==> src/design/spes_pkg.sv <==
// ----------------------------------------------------------------------------
// spes_pkg
// Shared types and constants of the staggered periodic event scheduler:
// transaction payloads, configuration register map, and the command and
// status bundles between the controller and the datapath.
// ----------------------------------------------------------------------------
package spes_pkg;

  // Request codes carried in req_type.
  localparam logic REQ_TICK = 1'b0;
  localparam logic REQ_LOAD = 1'b1;

  // Most results one tick may produce.
  localparam int MAX_RESULTS = 32;
  localparam int RES_W       = 6;

  // Configuration port.
  localparam int ADDR_W = 5;
  localparam int DATA_W = 32;

  typedef enum logic [2:0] {
    REG_FAST_COUNT,
    REG_MEDIUM_COUNT,
    REG_SLOW_COUNT,
    REG_VSLOW_COUNT,
    REG_FAST_PERIOD,
    REG_MEDIUM_PERIOD,
    REG_SLOW_PERIOD,
    REG_VSLOW_PERIOD
  } reg_idx_t;

  // Period reset values, element 0 belongs to group zero.
  localparam logic [3:0][14:0] PERIOD_RST = {15'd5000, 15'd2000, 15'd1000, 15'd75};

  typedef struct packed {
    logic        req_type;
    logic [31:0] now_ms;
    logic [1:0]  group_sel;
    logic [2:0]  slot_sel;
    logic [15:0] slot_delay;
    logic        slot_has_action;
  } in_item_t;

  typedef struct packed {
    logic [1:0] fire_group;
    logic [2:0] fire_slot;
    logic       group_restarted;
    logic       last;
  } out_item_t;

  typedef struct packed {
    logic [3:0][3:0]  count;
    logic [3:0][14:0] period;
  } cfg_regs_t;

  typedef struct packed {
    logic load_item;
    logic start_tick;
    logic next_group;
    logic rd_slot;
    logic advance;
    logic commit;
    logic flush;
  } cmd_t;

  typedef struct packed {
    logic in_is_load;
    logic slot_in_range;
    logic last_group;
    logic fire_hit;
    logic pend_valid;
    logic out_free;
  } st_t;

endpackage

==> src/design/spes_cfg.sv <==
// ----------------------------------------------------------------------------
// spes_cfg
// Configuration register file with an APB-style slave port: slot counts and
// base periods of the four rate groups.
// ----------------------------------------------------------------------------
module spes_cfg (
  input  logic                        clk,
  input  logic                        rst_n,
  input  logic                        psel,
  input  logic                        penable,
  input  logic                        pwrite,
  input  logic [spes_pkg::ADDR_W-1:0] paddr,
  input  logic [spes_pkg::DATA_W-1:0] pwdata,
  output logic [spes_pkg::DATA_W-1:0] prdata,
  output logic                        pready,
  output spes_pkg::cfg_regs_t         regs
);
  import spes_pkg::*;

  logic [3:0][3:0]  count_r;
  logic [3:0][14:0] period_r;
  reg_idx_t         idx;
  logic             wr_en;

  assign idx    = reg_idx_t'(paddr[ADDR_W-1:2]);
  assign wr_en  = psel && penable && pwrite;
  assign pready = 1'b1;

  always_ff @(posedge clk) begin
    if (!rst_n) begin
      count_r  <= '0;
      period_r <= PERIOD_RST;
    end else if (wr_en) begin
      case (idx)
        REG_FAST_COUNT:    count_r[0]  <= pwdata[3:0];
        REG_MEDIUM_COUNT:  count_r[1]  <= pwdata[3:0];
        REG_SLOW_COUNT:    count_r[2]  <= pwdata[3:0];
        REG_VSLOW_COUNT:   count_r[3]  <= pwdata[3:0];
        REG_FAST_PERIOD:   period_r[0] <= pwdata[14:0];
        REG_MEDIUM_PERIOD: period_r[1] <= pwdata[14:0];
        REG_SLOW_PERIOD:   period_r[2] <= pwdata[14:0];
        REG_VSLOW_PERIOD:  period_r[3] <= pwdata[14:0];
        default: ;
      endcase
    end
  end

  always_comb begin
    case (idx)
      REG_FAST_COUNT:    prdata = DATA_W'(count_r[0]);
      REG_MEDIUM_COUNT:  prdata = DATA_W'(count_r[1]);
      REG_SLOW_COUNT:    prdata = DATA_W'(count_r[2]);
      REG_VSLOW_COUNT:   prdata = DATA_W'(count_r[3]);
      REG_FAST_PERIOD:   prdata = DATA_W'(period_r[0]);
      REG_MEDIUM_PERIOD: prdata = DATA_W'(period_r[1]);
      REG_SLOW_PERIOD:   prdata = DATA_W'(period_r[2]);
      REG_VSLOW_PERIOD:  prdata = DATA_W'(period_r[3]);
      default:           prdata = '0;
    endcase
  end

  assign regs.count  = count_r;
  assign regs.period = period_r;

endmodule

==> src/design/spes_ctrl.sv <==
// ----------------------------------------------------------------------------
// spes_ctrl
// Controller of the scheduler: accepts transactions, sequences the slot walk
// of a tick and the final flush of the held result.
// ----------------------------------------------------------------------------
module spes_ctrl (
  input  logic          clk,
  input  logic          rst_n,
  input  logic          in_valid,
  output logic          in_stall,
  input  spes_pkg::st_t st,
  output spes_pkg::cmd_t cmd
);
  import spes_pkg::*;

  typedef enum logic [1:0] {
    S_IDLE,
    S_READ,
    S_EVAL,
    S_FLUSH
  } state_t;

  state_t state_r;
  state_t state_nxt;

  assign in_stall = (state_r != S_IDLE);

  always_comb begin
    state_nxt = state_r;
    cmd       = '0;
    case (state_r)
      S_IDLE: begin
        if (in_valid) begin
          if (st.in_is_load) begin
            cmd.load_item = 1'b1;
          end else begin
            cmd.start_tick = 1'b1;
            state_nxt      = S_READ;
          end
        end
      end
      S_READ: begin
        if (st.slot_in_range) begin
          cmd.rd_slot = 1'b1;
          state_nxt   = S_EVAL;
        end else if (st.last_group) begin
          state_nxt = S_FLUSH;
        end else begin
          cmd.next_group = 1'b1;
        end
      end
      S_EVAL: begin
        // A firing pushes the previously held result out, so it waits for
        // room in the output register.
        if (st.fire_hit) begin
          if (!st.pend_valid || st.out_free) begin
            cmd.commit = 1'b1;
            state_nxt  = S_READ;
          end
        end else begin
          cmd.advance = 1'b1;
          state_nxt   = S_READ;
        end
      end
      S_FLUSH: begin
        if (!st.pend_valid) begin
          state_nxt = S_IDLE;
        end else if (st.out_free) begin
          cmd.flush = 1'b1;
          state_nxt = S_IDLE;
        end
      end
      default: state_nxt = S_IDLE;
    endcase
  end

  always_ff @(posedge clk) begin
    if (!rst_n) begin
      state_r <= S_IDLE;
    end else begin
      state_r <= state_nxt;
    end
  end

endmodule

==> src/design/spes_dp.sv <==
// ----------------------------------------------------------------------------
// spes_dp
// Datapath of the scheduler: slot tables, group start times, walk counters,
// the firing compare, the held result and the output register.
// ----------------------------------------------------------------------------
module spes_dp #(
  parameter int SLOTS  = 8,
  parameter int GROUPS = 4
) (
  input  logic                 clk,
  input  logic                 rst_n,
  input  spes_pkg::in_item_t   in_data,
  input  spes_pkg::cfg_regs_t  regs,
  input  spes_pkg::cmd_t       cmd,
  output spes_pkg::st_t        st,
  output logic                 out_valid,
  input  logic                 out_stall,
  output spes_pkg::out_item_t  out_data
);
  import spes_pkg::*;

  localparam int GW = (GROUPS > 1) ? $clog2(GROUPS) : 1;
  localparam int SW = (SLOTS > 1) ? $clog2(SLOTS) : 1;
  localparam int CW = $clog2(SLOTS + 1);

  // Slot tables.
  logic [15:0]  delay_mem [GROUPS][SLOTS];
  logic         fired_r   [GROUPS][SLOTS];
  logic         act_r     [GROUPS][SLOTS];
  logic [31:0]  start_r   [GROUPS];

  // Walk state.
  logic [31:0]    now_r;
  logic [GW-1:0]  g_r;
  logic [CW-1:0]  s_r;
  logic [RES_W-1:0] n_r;
  logic [31:0]    elapsed_r;
  logic [15:0]    dly_rd_r;

  out_item_t pend_r;
  logic      pend_valid_r;
  out_item_t out_r;
  logic      out_valid_r;

  logic [SW-1:0]    s_idx;
  logic [3:0]       cnt_raw;
  logic [CW-1:0]    cnt_cl;
  logic             last_slot;
  logic [CW:0]      s_plus1;
  logic [16+CW:0]   prod;
  logic [16:0]      thr;
  logic             hit;
  logic             out_free;
  out_item_t        new_res;
  logic             ld_ok;
  logic [GW-1:0]    ld_g;
  logic [SW-1:0]    ld_s;

  assign s_idx   = s_r[SW-1:0];
  assign cnt_raw = regs.count[2'(g_r)];

  // Counts above the capacity are taken as the capacity.
  always_comb begin
    if ({1'b0, cnt_raw} > 5'(SLOTS)) begin
      cnt_cl = CW'(SLOTS);
    end else begin
      cnt_cl = CW'(cnt_raw);
    end
  end

  assign last_slot = (s_r == CW'(cnt_cl - 1'b1));
  assign s_plus1   = {1'b0, s_r} + 1'b1;
  assign prod      = dly_rd_r * s_plus1;
  assign thr       = {2'b0, regs.period[2'(g_r)]} + {1'b0, prod[15:0]};

  assign hit = !fired_r[g_r][s_idx] && act_r[g_r][s_idx] &&
               (elapsed_r > {15'b0, thr}) && (n_r < RES_W'(MAX_RESULTS));

  assign out_free = !out_valid_r || !out_stall;

  always_comb begin
    new_res.fire_group      = 2'(g_r);
    new_res.fire_slot       = 3'(s_r);
    new_res.group_restarted = last_slot;
    new_res.last            = 1'b0;
  end

  assign ld_ok = ({1'b0, in_data.group_sel} < 3'(GROUPS)) &&
                 ({2'b0, in_data.slot_sel} < 5'(SLOTS));
  assign ld_g  = GW'(in_data.group_sel);
  assign ld_s  = SW'(in_data.slot_sel);

  assign st.in_is_load    = (in_data.req_type == REQ_LOAD);
  assign st.slot_in_range = (s_r < cnt_cl);
  assign st.last_group    = (g_r == GW'(GROUPS - 1));
  assign st.fire_hit      = hit;
  assign st.pend_valid    = pend_valid_r;
  assign st.out_free      = out_free;

  // Delay table: written by loads, read into a register in S_READ ahead of the compare in S_EVAL.
  always_ff @(posedge clk) begin
    if (cmd.load_item && ld_ok) begin
      delay_mem[ld_g][ld_s] <= in_data.slot_delay;
    end
    if (cmd.rd_slot) begin
      dly_rd_r <= delay_mem[g_r][s_idx];
    end
  end

  always_ff @(posedge clk) begin
    if (cmd.start_tick) begin
      now_r <= in_data.now_ms;
    end
    if (cmd.rd_slot) begin
      elapsed_r <= now_r - start_r[g_r];
    end
    if (cmd.commit) begin
      pend_r <= new_res;
    end
  end

  always_ff @(posedge clk) begin
    if (!rst_n) begin
      g_r          <= '0;
      s_r          <= '0;
      n_r          <= '0;
      pend_valid_r <= 1'b0;
      for (int g = 0; g < GROUPS; g++) begin
        start_r[g] <= '0;
        for (int c = 0; c < SLOTS; c++) begin
          fired_r[g][c] <= 1'b0;
          act_r[g][c]   <= 1'b0;
        end
      end
    end else begin
      if (cmd.load_item && ld_ok) begin
        act_r[ld_g][ld_s]   <= in_data.slot_has_action;
        fired_r[ld_g][ld_s] <= 1'b0;
      end
      if (cmd.start_tick) begin
        g_r          <= '0;
        s_r          <= '0;
        n_r          <= '0;
        pend_valid_r <= 1'b0;
      end
      if (cmd.next_group) begin
        g_r <= g_r + 1'b1;
        s_r <= '0;
      end
      if (cmd.advance) begin
        s_r <= s_r + 1'b1;
      end
      if (cmd.commit) begin
        s_r          <= s_r + 1'b1;
        n_r          <= n_r + 1'b1;
        pend_valid_r <= 1'b1;
        // The last slot in use restarts the group: every slot in use is
        // cleared, including the one that just fired.
        if (last_slot) begin
          start_r[g_r] <= now_r;
          for (int c = 0; c < SLOTS; c++) begin
            if (CW'(c) < cnt_cl) begin
              fired_r[g_r][c] <= 1'b0;
            end
          end
        end else begin
          fired_r[g_r][s_idx] <= 1'b1;
        end
      end
      if (cmd.flush) begin
        pend_valid_r <= 1'b0;
      end
    end
  end

  // Output register. A result is held back until the next one is found or
  // the walk ends, so that the final one can carry the last flag.
  always_ff @(posedge clk) begin
    if (!rst_n) begin
      out_valid_r <= 1'b0;
    end else if (cmd.flush) begin
      out_valid_r <= 1'b1;
    end else if (cmd.commit && pend_valid_r) begin
      out_valid_r <= 1'b1;
    end else if (!out_stall) begin
      out_valid_r <= 1'b0;
    end
  end

  always_ff @(posedge clk) begin
    if (cmd.flush) begin
      out_r <= '{fire_group:      pend_r.fire_group,
                 fire_slot:       pend_r.fire_slot,
                 group_restarted: pend_r.group_restarted,
                 last:            1'b1};
    end else if (cmd.commit && pend_valid_r) begin
      out_r <= pend_r;
    end
  end

  assign out_valid = out_valid_r;
  assign out_data  = out_r;

endmodule

==> src/design/staggered_periodic_event_scheduler.sv <==
// ----------------------------------------------------------------------------
// staggered_periodic_event_scheduler
// Four rate groups of staggered event slots, fired against a millisecond
// time brought by tick transactions.
// ----------------------------------------------------------------------------
// A load transaction writes one slot. A tick transaction walks the slots in
// use of every group through one shared compare, each slot as a delay table
// read, then the threshold compare; a firing waits while the result side
// stalls. Each result is held one firing back so the final one of a tick can
// carry the last flag; input is taken again once the walk and that final
// result have left the walk. The slot tables come out of reset empty and
// need no clearing pass.
module staggered_periodic_event_scheduler #(
  parameter int SLOTS  = 8,
  parameter int GROUPS = 4
) (
  input  logic                        clk,
  input  logic                        rst_n,
  input  logic                        in_valid,
  output logic                        in_stall,
  input  spes_pkg::in_item_t          in_data,
  output logic                        out_valid,
  input  logic                        out_stall,
  output spes_pkg::out_item_t         out_data,
  input  logic                        psel,
  input  logic                        penable,
  input  logic                        pwrite,
  input  logic [spes_pkg::ADDR_W-1:0] paddr,
  input  logic [spes_pkg::DATA_W-1:0] pwdata,
  output logic [spes_pkg::DATA_W-1:0] prdata,
  output logic                        pready
);
  import spes_pkg::*;

  cfg_regs_t regs;
  cmd_t      cmd;
  st_t       st;

  spes_cfg u_cfg (
    .clk     (clk),
    .rst_n   (rst_n),
    .psel    (psel),
    .penable (penable),
    .pwrite  (pwrite),
    .paddr   (paddr),
    .pwdata  (pwdata),
    .prdata  (prdata),
    .pready  (pready),
    .regs    (regs)
  );

  spes_ctrl u_ctrl (
    .clk      (clk),
    .rst_n    (rst_n),
    .in_valid (in_valid),
    .in_stall (in_stall),
    .st       (st),
    .cmd      (cmd)
  );

  spes_dp #(
    .SLOTS  (SLOTS),
    .GROUPS (GROUPS)
  ) u_dp (
    .clk       (clk),
    .rst_n     (rst_n),
    .in_data   (in_data),
    .regs      (regs),
    .cmd       (cmd),
    .st        (st),
    .out_valid (out_valid),
    .out_stall (out_stall),
    .out_data  (out_data)
  );

endmodule

==> config.mk <==
export PLATFORM = sky130hd
export DESIGN_NAME = staggered_periodic_event_scheduler
export DESIGN_NICKNAME = d
export VERILOG_FILES = /design/src/design/spes_pkg.sv /design/src/design/spes_cfg.sv /design/src/design/spes_ctrl.sv /design/src/design/spes_dp.sv /design/src/design/staggered_periodic_event_scheduler.sv
export SDC_FILE = /design/constraint.sdc
export NUM_CORES = 1
export LEC_CHECK = 0
export CAP_MARGIN = 30
export CORE_UTILIZATION = 25
export CTS_CLUSTER_SIZE = 30
export DETAILED_ROUTE_END_ITERATION = 10
export DONT_BUFFER_PORTS = 1
export PLACE_DENSITY = 0.47
export SYNTH_ARGS = -nofsm -noshare
export SYNTH_HDL_FRONTEND = slang
export SYNTH_HIERARCHICAL = 1
export SYNTH_SLANG_ARGS = --single-unit
==> constraint.sdc <==
create_clock -name clk -period 16.9 [get_ports clk]
set_input_delay 2.535 -clock clk [delete_from_list [all_inputs] [get_ports clk]]
set_output_delay 2.535 -clock clk [all_outputs]
set_load 0.05 [all_outputs]
# Yosys cells after proc, flatten, opt, wreduce, memory -nomap -nowiden
# Memory sizes are Yosys's and may differ from the RTL's. A register that Yosys moved wholly into a read port is not among the register bits.
# Index checks and enable logic that the tools add are counted.
dict set report word_totals {
  out_inout_bits 42
  ramBits 704
  mem_count 4
  input_bits 99
  regBits 185
}
dict set report op_classes {
  reduce_logical 35
  muxes 141
  mul 1
  order_cmp 17
  bitwise_logic 11
  n_eq_ne 18
  n_addsub 7
}
# name depth width read_ports rd_clocked_by_memory_dff write_ports line_no
set mem_list {}
lappend mem_list {u_dp.delay_mem 4 128 1 1 1 spes_dp.sv:27} ;# logic [15:0] delay_mem [GROUPS][SLOTS];
lappend mem_list {u_dp.start_r 4 32 1 1 4 spes_dp.sv:30} ;# logic [31:0] start_r [GROUPS];
lappend mem_list {u_dp.act_r 4 8 1 1 4 spes_dp.sv:29} ;# logic act_r [GROUPS][SLOTS];
lappend mem_list {u_dp.fired_r 4 8 1 1 4 spes_dp.sv:28} ;# logic fired_r [GROUPS][SLOTS];
# op n
set ops {}
lappend ops {{$pmux 32 s8} 1}
lappend ops {{$mux 128} 1}
lappend ops {{$mux 1} 81}
lappend ops {{$mux 8} 8}
lappend ops {{$mux 2} 26}
lappend ops {{$bmux 16 s3} 1}
lappend ops {{$demux 16 s3} 1}
lappend ops {{$mux 16} 3}
lappend ops {{$gt 32x17->1} 1}
lappend ops {{$mux 32} 1}
lappend ops {{$reduce_or 32->1} 1}
lappend ops {{$sub 32x32->32} 1}
lappend ops {{$bmux 15 s2} 1}
lappend ops {{$mux 4} 6}
lappend ops {{$reduce_or 8->1} 3}
lappend ops {{$add 15x16->17} 1}
lappend ops {{$lt 3x4->1 const A} 4}
lappend ops {{$mul 16x5->16} 1}
lappend ops {{$reduce_and 2->1} 8}
lappend ops {{$mux 15} 1}
lappend ops {{$mux 7} 2}
lappend ops {{$eq 3x3->1 const B} 4}
lappend ops {{$mux 6} 2}
lappend ops {{$ne 3x3->1 const B} 3}
lappend ops {{other kinds (36)} 68}

# Logic depth before layout (Yosys ltp)
dict set report depth {
  ltp_word 16
  mapped_depth 42
}

# Hierarchy
# The synthesis kept the hierarchy.
# module cells_per_inst seq_area_each_um2 instances area_each_um2
set modules_own_cells {}
lappend modules_own_cells {spes_dp 2328 24223.2 1 37288.3}
lappend modules_own_cells {spes_cfg 379 1521.5 1 3657.3}
lappend modules_own_cells {spes_ctrl 20 40.0 1 220.2}

# Worst setup path before layout
# Ideal clock, no wire load.
dict set report synth_timing {
  path_type {register to register}
  from {register u_dp.s_r[2]}
  to {memory u_dp.start_r[3][0], enable pin}
  stages_incl_launch_ff 40
  synth_period_minus_slack_ns 11.036
  slack_ns 5.864
  arrival_ns 10.570
  setup_time_ns 0.466
  path_cell_list {dfxtp_1 -> clkbuf_1 -> buf_1 -> and3_1 -> clkbuf_1 -> nand2_1 -> fa_1 -> fa_1 -> fa_1 -> inv_1 -> ha_1 -> a21o_1 -> a21oi_1 -> nor2b_1 -> o21a_1 -> nor2_1 -> xnor2_1 -> ha_1 -> (+4 left out) -> o21ai_0 -> a21oi_1 -> o21ai_0 -> xor2_1 -> ha_1 -> nand4_1 -> nor3_1 -> a31oi_1 -> nor2_1 -> a2111oi_0 -> o2111a_1 -> buf_4 -> nand3b_1 -> nor2b_1 -> clkbuf_1 -> buf_1 -> nand3_1 -> o21ai_0}
}
# element line_no
set synth_lines {}
lappend synth_lines {{from (decl)} spes_dp.sv:35} ;# logic [CW-1:0] s_r;
lappend synth_lines {{from (signal assigned)} spes_dp.sv:151} ;# s_r <= s_r + 1'b1;
lappend synth_lines {{from (signal assigned)} spes_dp.sv:154} ;# s_r <= s_r + 1'b1;
lappend synth_lines {{to (decl)} spes_dp.sv:30}

==> results.ini <==
[status]
status=complete, no violations

[clock_network]
cts_buffer_depth=3
cts.sinks=891
cts.clk_slew.worst_paths_ps=60
cts_tree=done
cts.repair.resized=0
h-tree-depth=3
ctsRootBufferMaster=clkbuf_16
clkLatencyLatePin_ps=730
postCtsSetupBuffers=0
hold_buffers=0
cts_buffers=97

[pwr]
pwr-share-comb_pct=8.6
internal_power_mw=3.83
power.density_nw_per_um2=107
power_leakage_nw=16.1
total_power_mw=5.03
pwr-share-clk_pct=42.5
seq_power_share_pct=48.8
max-vdd-ir-drop_mv=0.0869
p_sw_share_pct=24.0
switchingPower_mw=1.21

[logic_synthesis]
ys_seq_area_share_pct=62.6
syn_area_per_cell_sq_um=15.1
syn_area_sq_um=41200
yosysWarnings=6
synthArstFlopShare_pct=0
netlist_top_cells_count=edfxtp_1 (794), nand2_1 (208), mux4_2 (207)
synth_top_cell_area_share_pct=57.9
synthMostInstantiatedCell=edfxtp_1
synthTopCellsByArea=edfxtp_1 (58%), mux4_2 (11%), dfxtp_1 (4.7%), ha_1 (2.9%), and2_1 (2.7%)
synth_edf_count=794
ys.flop_type=edfxtp_1
ys_seq_elements=891
synth_cell_types=91
netlist_instances=2727
synth_top_area_cell=edfxtp_1

[route]
dr.pass1.iters=5
via_count=23000
highest_layer=met5
routedWlPerCell_um=21.6
wl_met3_um=7290
wl_met2_um=48400
totalWireLength_um=108000
drt-met1-wl_um=50400
routed_via_density=4.59
drc=0
ant_nets=0
drt_iter0_drc=1891

[floorplanning]
core.rowCount=148
ioPinCount=141
fp.dieW_um=408
die_area_sq_um=166000
die_h_um=408
core_sq_um=163000
initial_utilization_pct=25.2

[finish]
design_area_sq_um=47300
n_fill_cell=16300
drive_above_1_share_pct=16.4
fin_nets=2971
syn2layout_area_growth_pct=14.8
instances_no_fill=5001

[grt]
grt_pass1_wl_um=159000
grt_overflow=0
antenna_found_initial=5
grt_pass1_vias=23200
grt_max_degree=147
track_usage_pct=12.8

[place]
portBuffers=0
gp_congestion=0.787
placedCellCount=4809
dp_hpwl_um=69300
dpl_cell_area_sq_um=43900

[run]
cap_violations=0

[worst_setup_path]
crit_fanout=32
path_delay_family=adder cells
crit_type=register to register
crit_required_ps=17230
slowest_stage=fa_1
cp.arrival_ps=11010
critPathCaptureType=register
critPathMaxStageDelay_ps=540
crit_path_start_kind=register
path_buf_inv=5

[sta]
fin_skew_ps=62.4
hold_viol_final=0
hold_ws_ps=472
relSlewSlack_pct=30.3
rsz0062_at_grt=no
worst_pin_slew_ps=1040
fmax_mhz=93.6
period_share_pct=63.2
min_period_ps=10680
setup_violations=0
timing.final.max_slew_violations=0
tns_ps=0

[worst_hold_path]
worstHoldPathType=register to register

registers in the layout, summed over array words and instances (netlist names), 2 cells and up, named ones only:
signal / count
u_dp/delay_mem: 512
u_dp/start_r: 128
u_cfg/regs: 76
u_dp/act_r: 32
u_dp/elapsed_r: 32
u_dp/fired_r: 32
u_dp/now_r: 32
u_dp/dly_rd_r: 16
u_dp/out_data: 7
u_dp/n_r: 6
u_dp/pend_r: 6
u_dp/s_r: 4
u_ctrl/state_r: 2
u_dp/g_r: 2
power groups by stage:
stage / Clock [mW] / Combinational [mW] / Sequential [mW]
2_1_floorplan: 0 / 0.347 / 2.49
3_3_place_gp: 0 / 0.436 / 2.51
3_5_place_dp: 0 / 0.437 / 2.51
4_1_cts: 2.20 / 0.440 / 2.46
5_1_grt: 2.28 / 0.478 / 2.46
6_report: 2.14 / 0.435 / 2.46
worst reg2reg max path: cells and delay by family, from the launching register on:
family                     cells  cell delay (ps)
adders and majority gates      7             2820
DFF                            1              310
and+or+nand+nor               14             2520
AOI/OAI and AO/OA             12             2800
xor gates and xnor gates       2              410
buffers and inverters          5             1450
layer usage:
layer | up-vias | global-route usage [%]
met4 | 4 | 3.34
met2 | 585 | 19.8
met3 | 128 | 3.07
met1 | 11900 | 18.0
met5 | - | 0
li1 | 10300 | -
area by class of cell:
class / instances / area, sq um / share of cell area (%)
sequential: 891 / 25800 / 54.6
multi-input combinational: 1538 / 14100 / 29.8
tap: 2175 / 2720 / 5.76
clock buffer: 116 / 2550 / 5.40
timing repair buffer: 59 / 878 / 1.86
clock inverter: 67 / 662 / 1.40
inverter: 151 / 568 / 1.20
antenna: 4 / 10.0 / 0.0212
cell usage in the layout, fill, tap and decap left out, types with 16 or more instances in the layout:
| cell type | n |
|---|---|
| fa_1 | 37 |
| nand3_1 | 21 |
| nand4_1 | 22 |
| dfxtp_1 | 94 |
| nand2b_1 | 19 |
| a22oi_1 | 70 |
| a21o_1 | 26 |
| xor2_1 | 18 |
| o211ai_1 | 22 |
| nor3_1 | 19 |
| ha_1 | 97 |
| edfxtp_1 | 794 |
| o21ai_0 | 56 |
| buf_4 | 30 |
| nand2_1 | 208 |
| clkinv_1 | 27 |
| xnor2_1 | 48 |
| clkbuf_16 | 98 |
| buf_16 | 17 |
| a31o_1 | 16 |
| nor2b_1 | 37 |
| clkinv_2 | 22 |
| a21oi_1 | 62 |
| mux4_2 | 207 |
| mux2i_1 | 65 |
| inv_1 | 150 |
| conb_1 | 18 |
| nor2_1 | 115 |
| and2_1 | 179 |
cell families (layout without fill, tap and decap cells):
| family | count (synthesis) | in the layout | synth area share (%) |
|---|---|---|---|
| buffers and inverters | 314 | 393 | 3.46 |
| multiplexers | 274 | 274 | 13.0 |
| adder cells (fa/ha/maj) | 134 | 134 | 4.75 |
| flip-flops | 891 | 891 | 62.6 |
| other | 2 | 22 | 0.0182 |
| XOR/XNOR | 67 | 67 | 1.44 |
| AND/OR/NAND/NOR | 700 | 700 | 8.88 |
| AO/OA/AOI/OAI | 345 | 345 | 5.84 |
final timing paths:
| path | from | endpoint | slack [ps] | depth (start not counted) |
|---|---|---|---|---|
| setup / recovery | u_dp/s_r[1] | u_dp/start_r[0][3] | 6220 | 40 |
| setup reg to reg | u_dp/s_r[1] | u_dp/start_r[0][3] | 6220 | 40 |
| hold reg to reg | u_cfg/regs[9] | u_cfg/regs[9] | 470 | 2 |
| hold / removal | u_cfg/regs[9] | u_cfg/regs[9] | 470 | 2 |
metrics by stage:
stage,setup slack [ps],util (%)
3_3_place_gp,5780,26.6
3_5_place_dp,6220,26.9
2_1_floorplan,5860,-
6_report,6220,29.0
4_1_cts,6110,28.9
5_1_grt,5390,29.0
(Power assumes the default switching activity.)
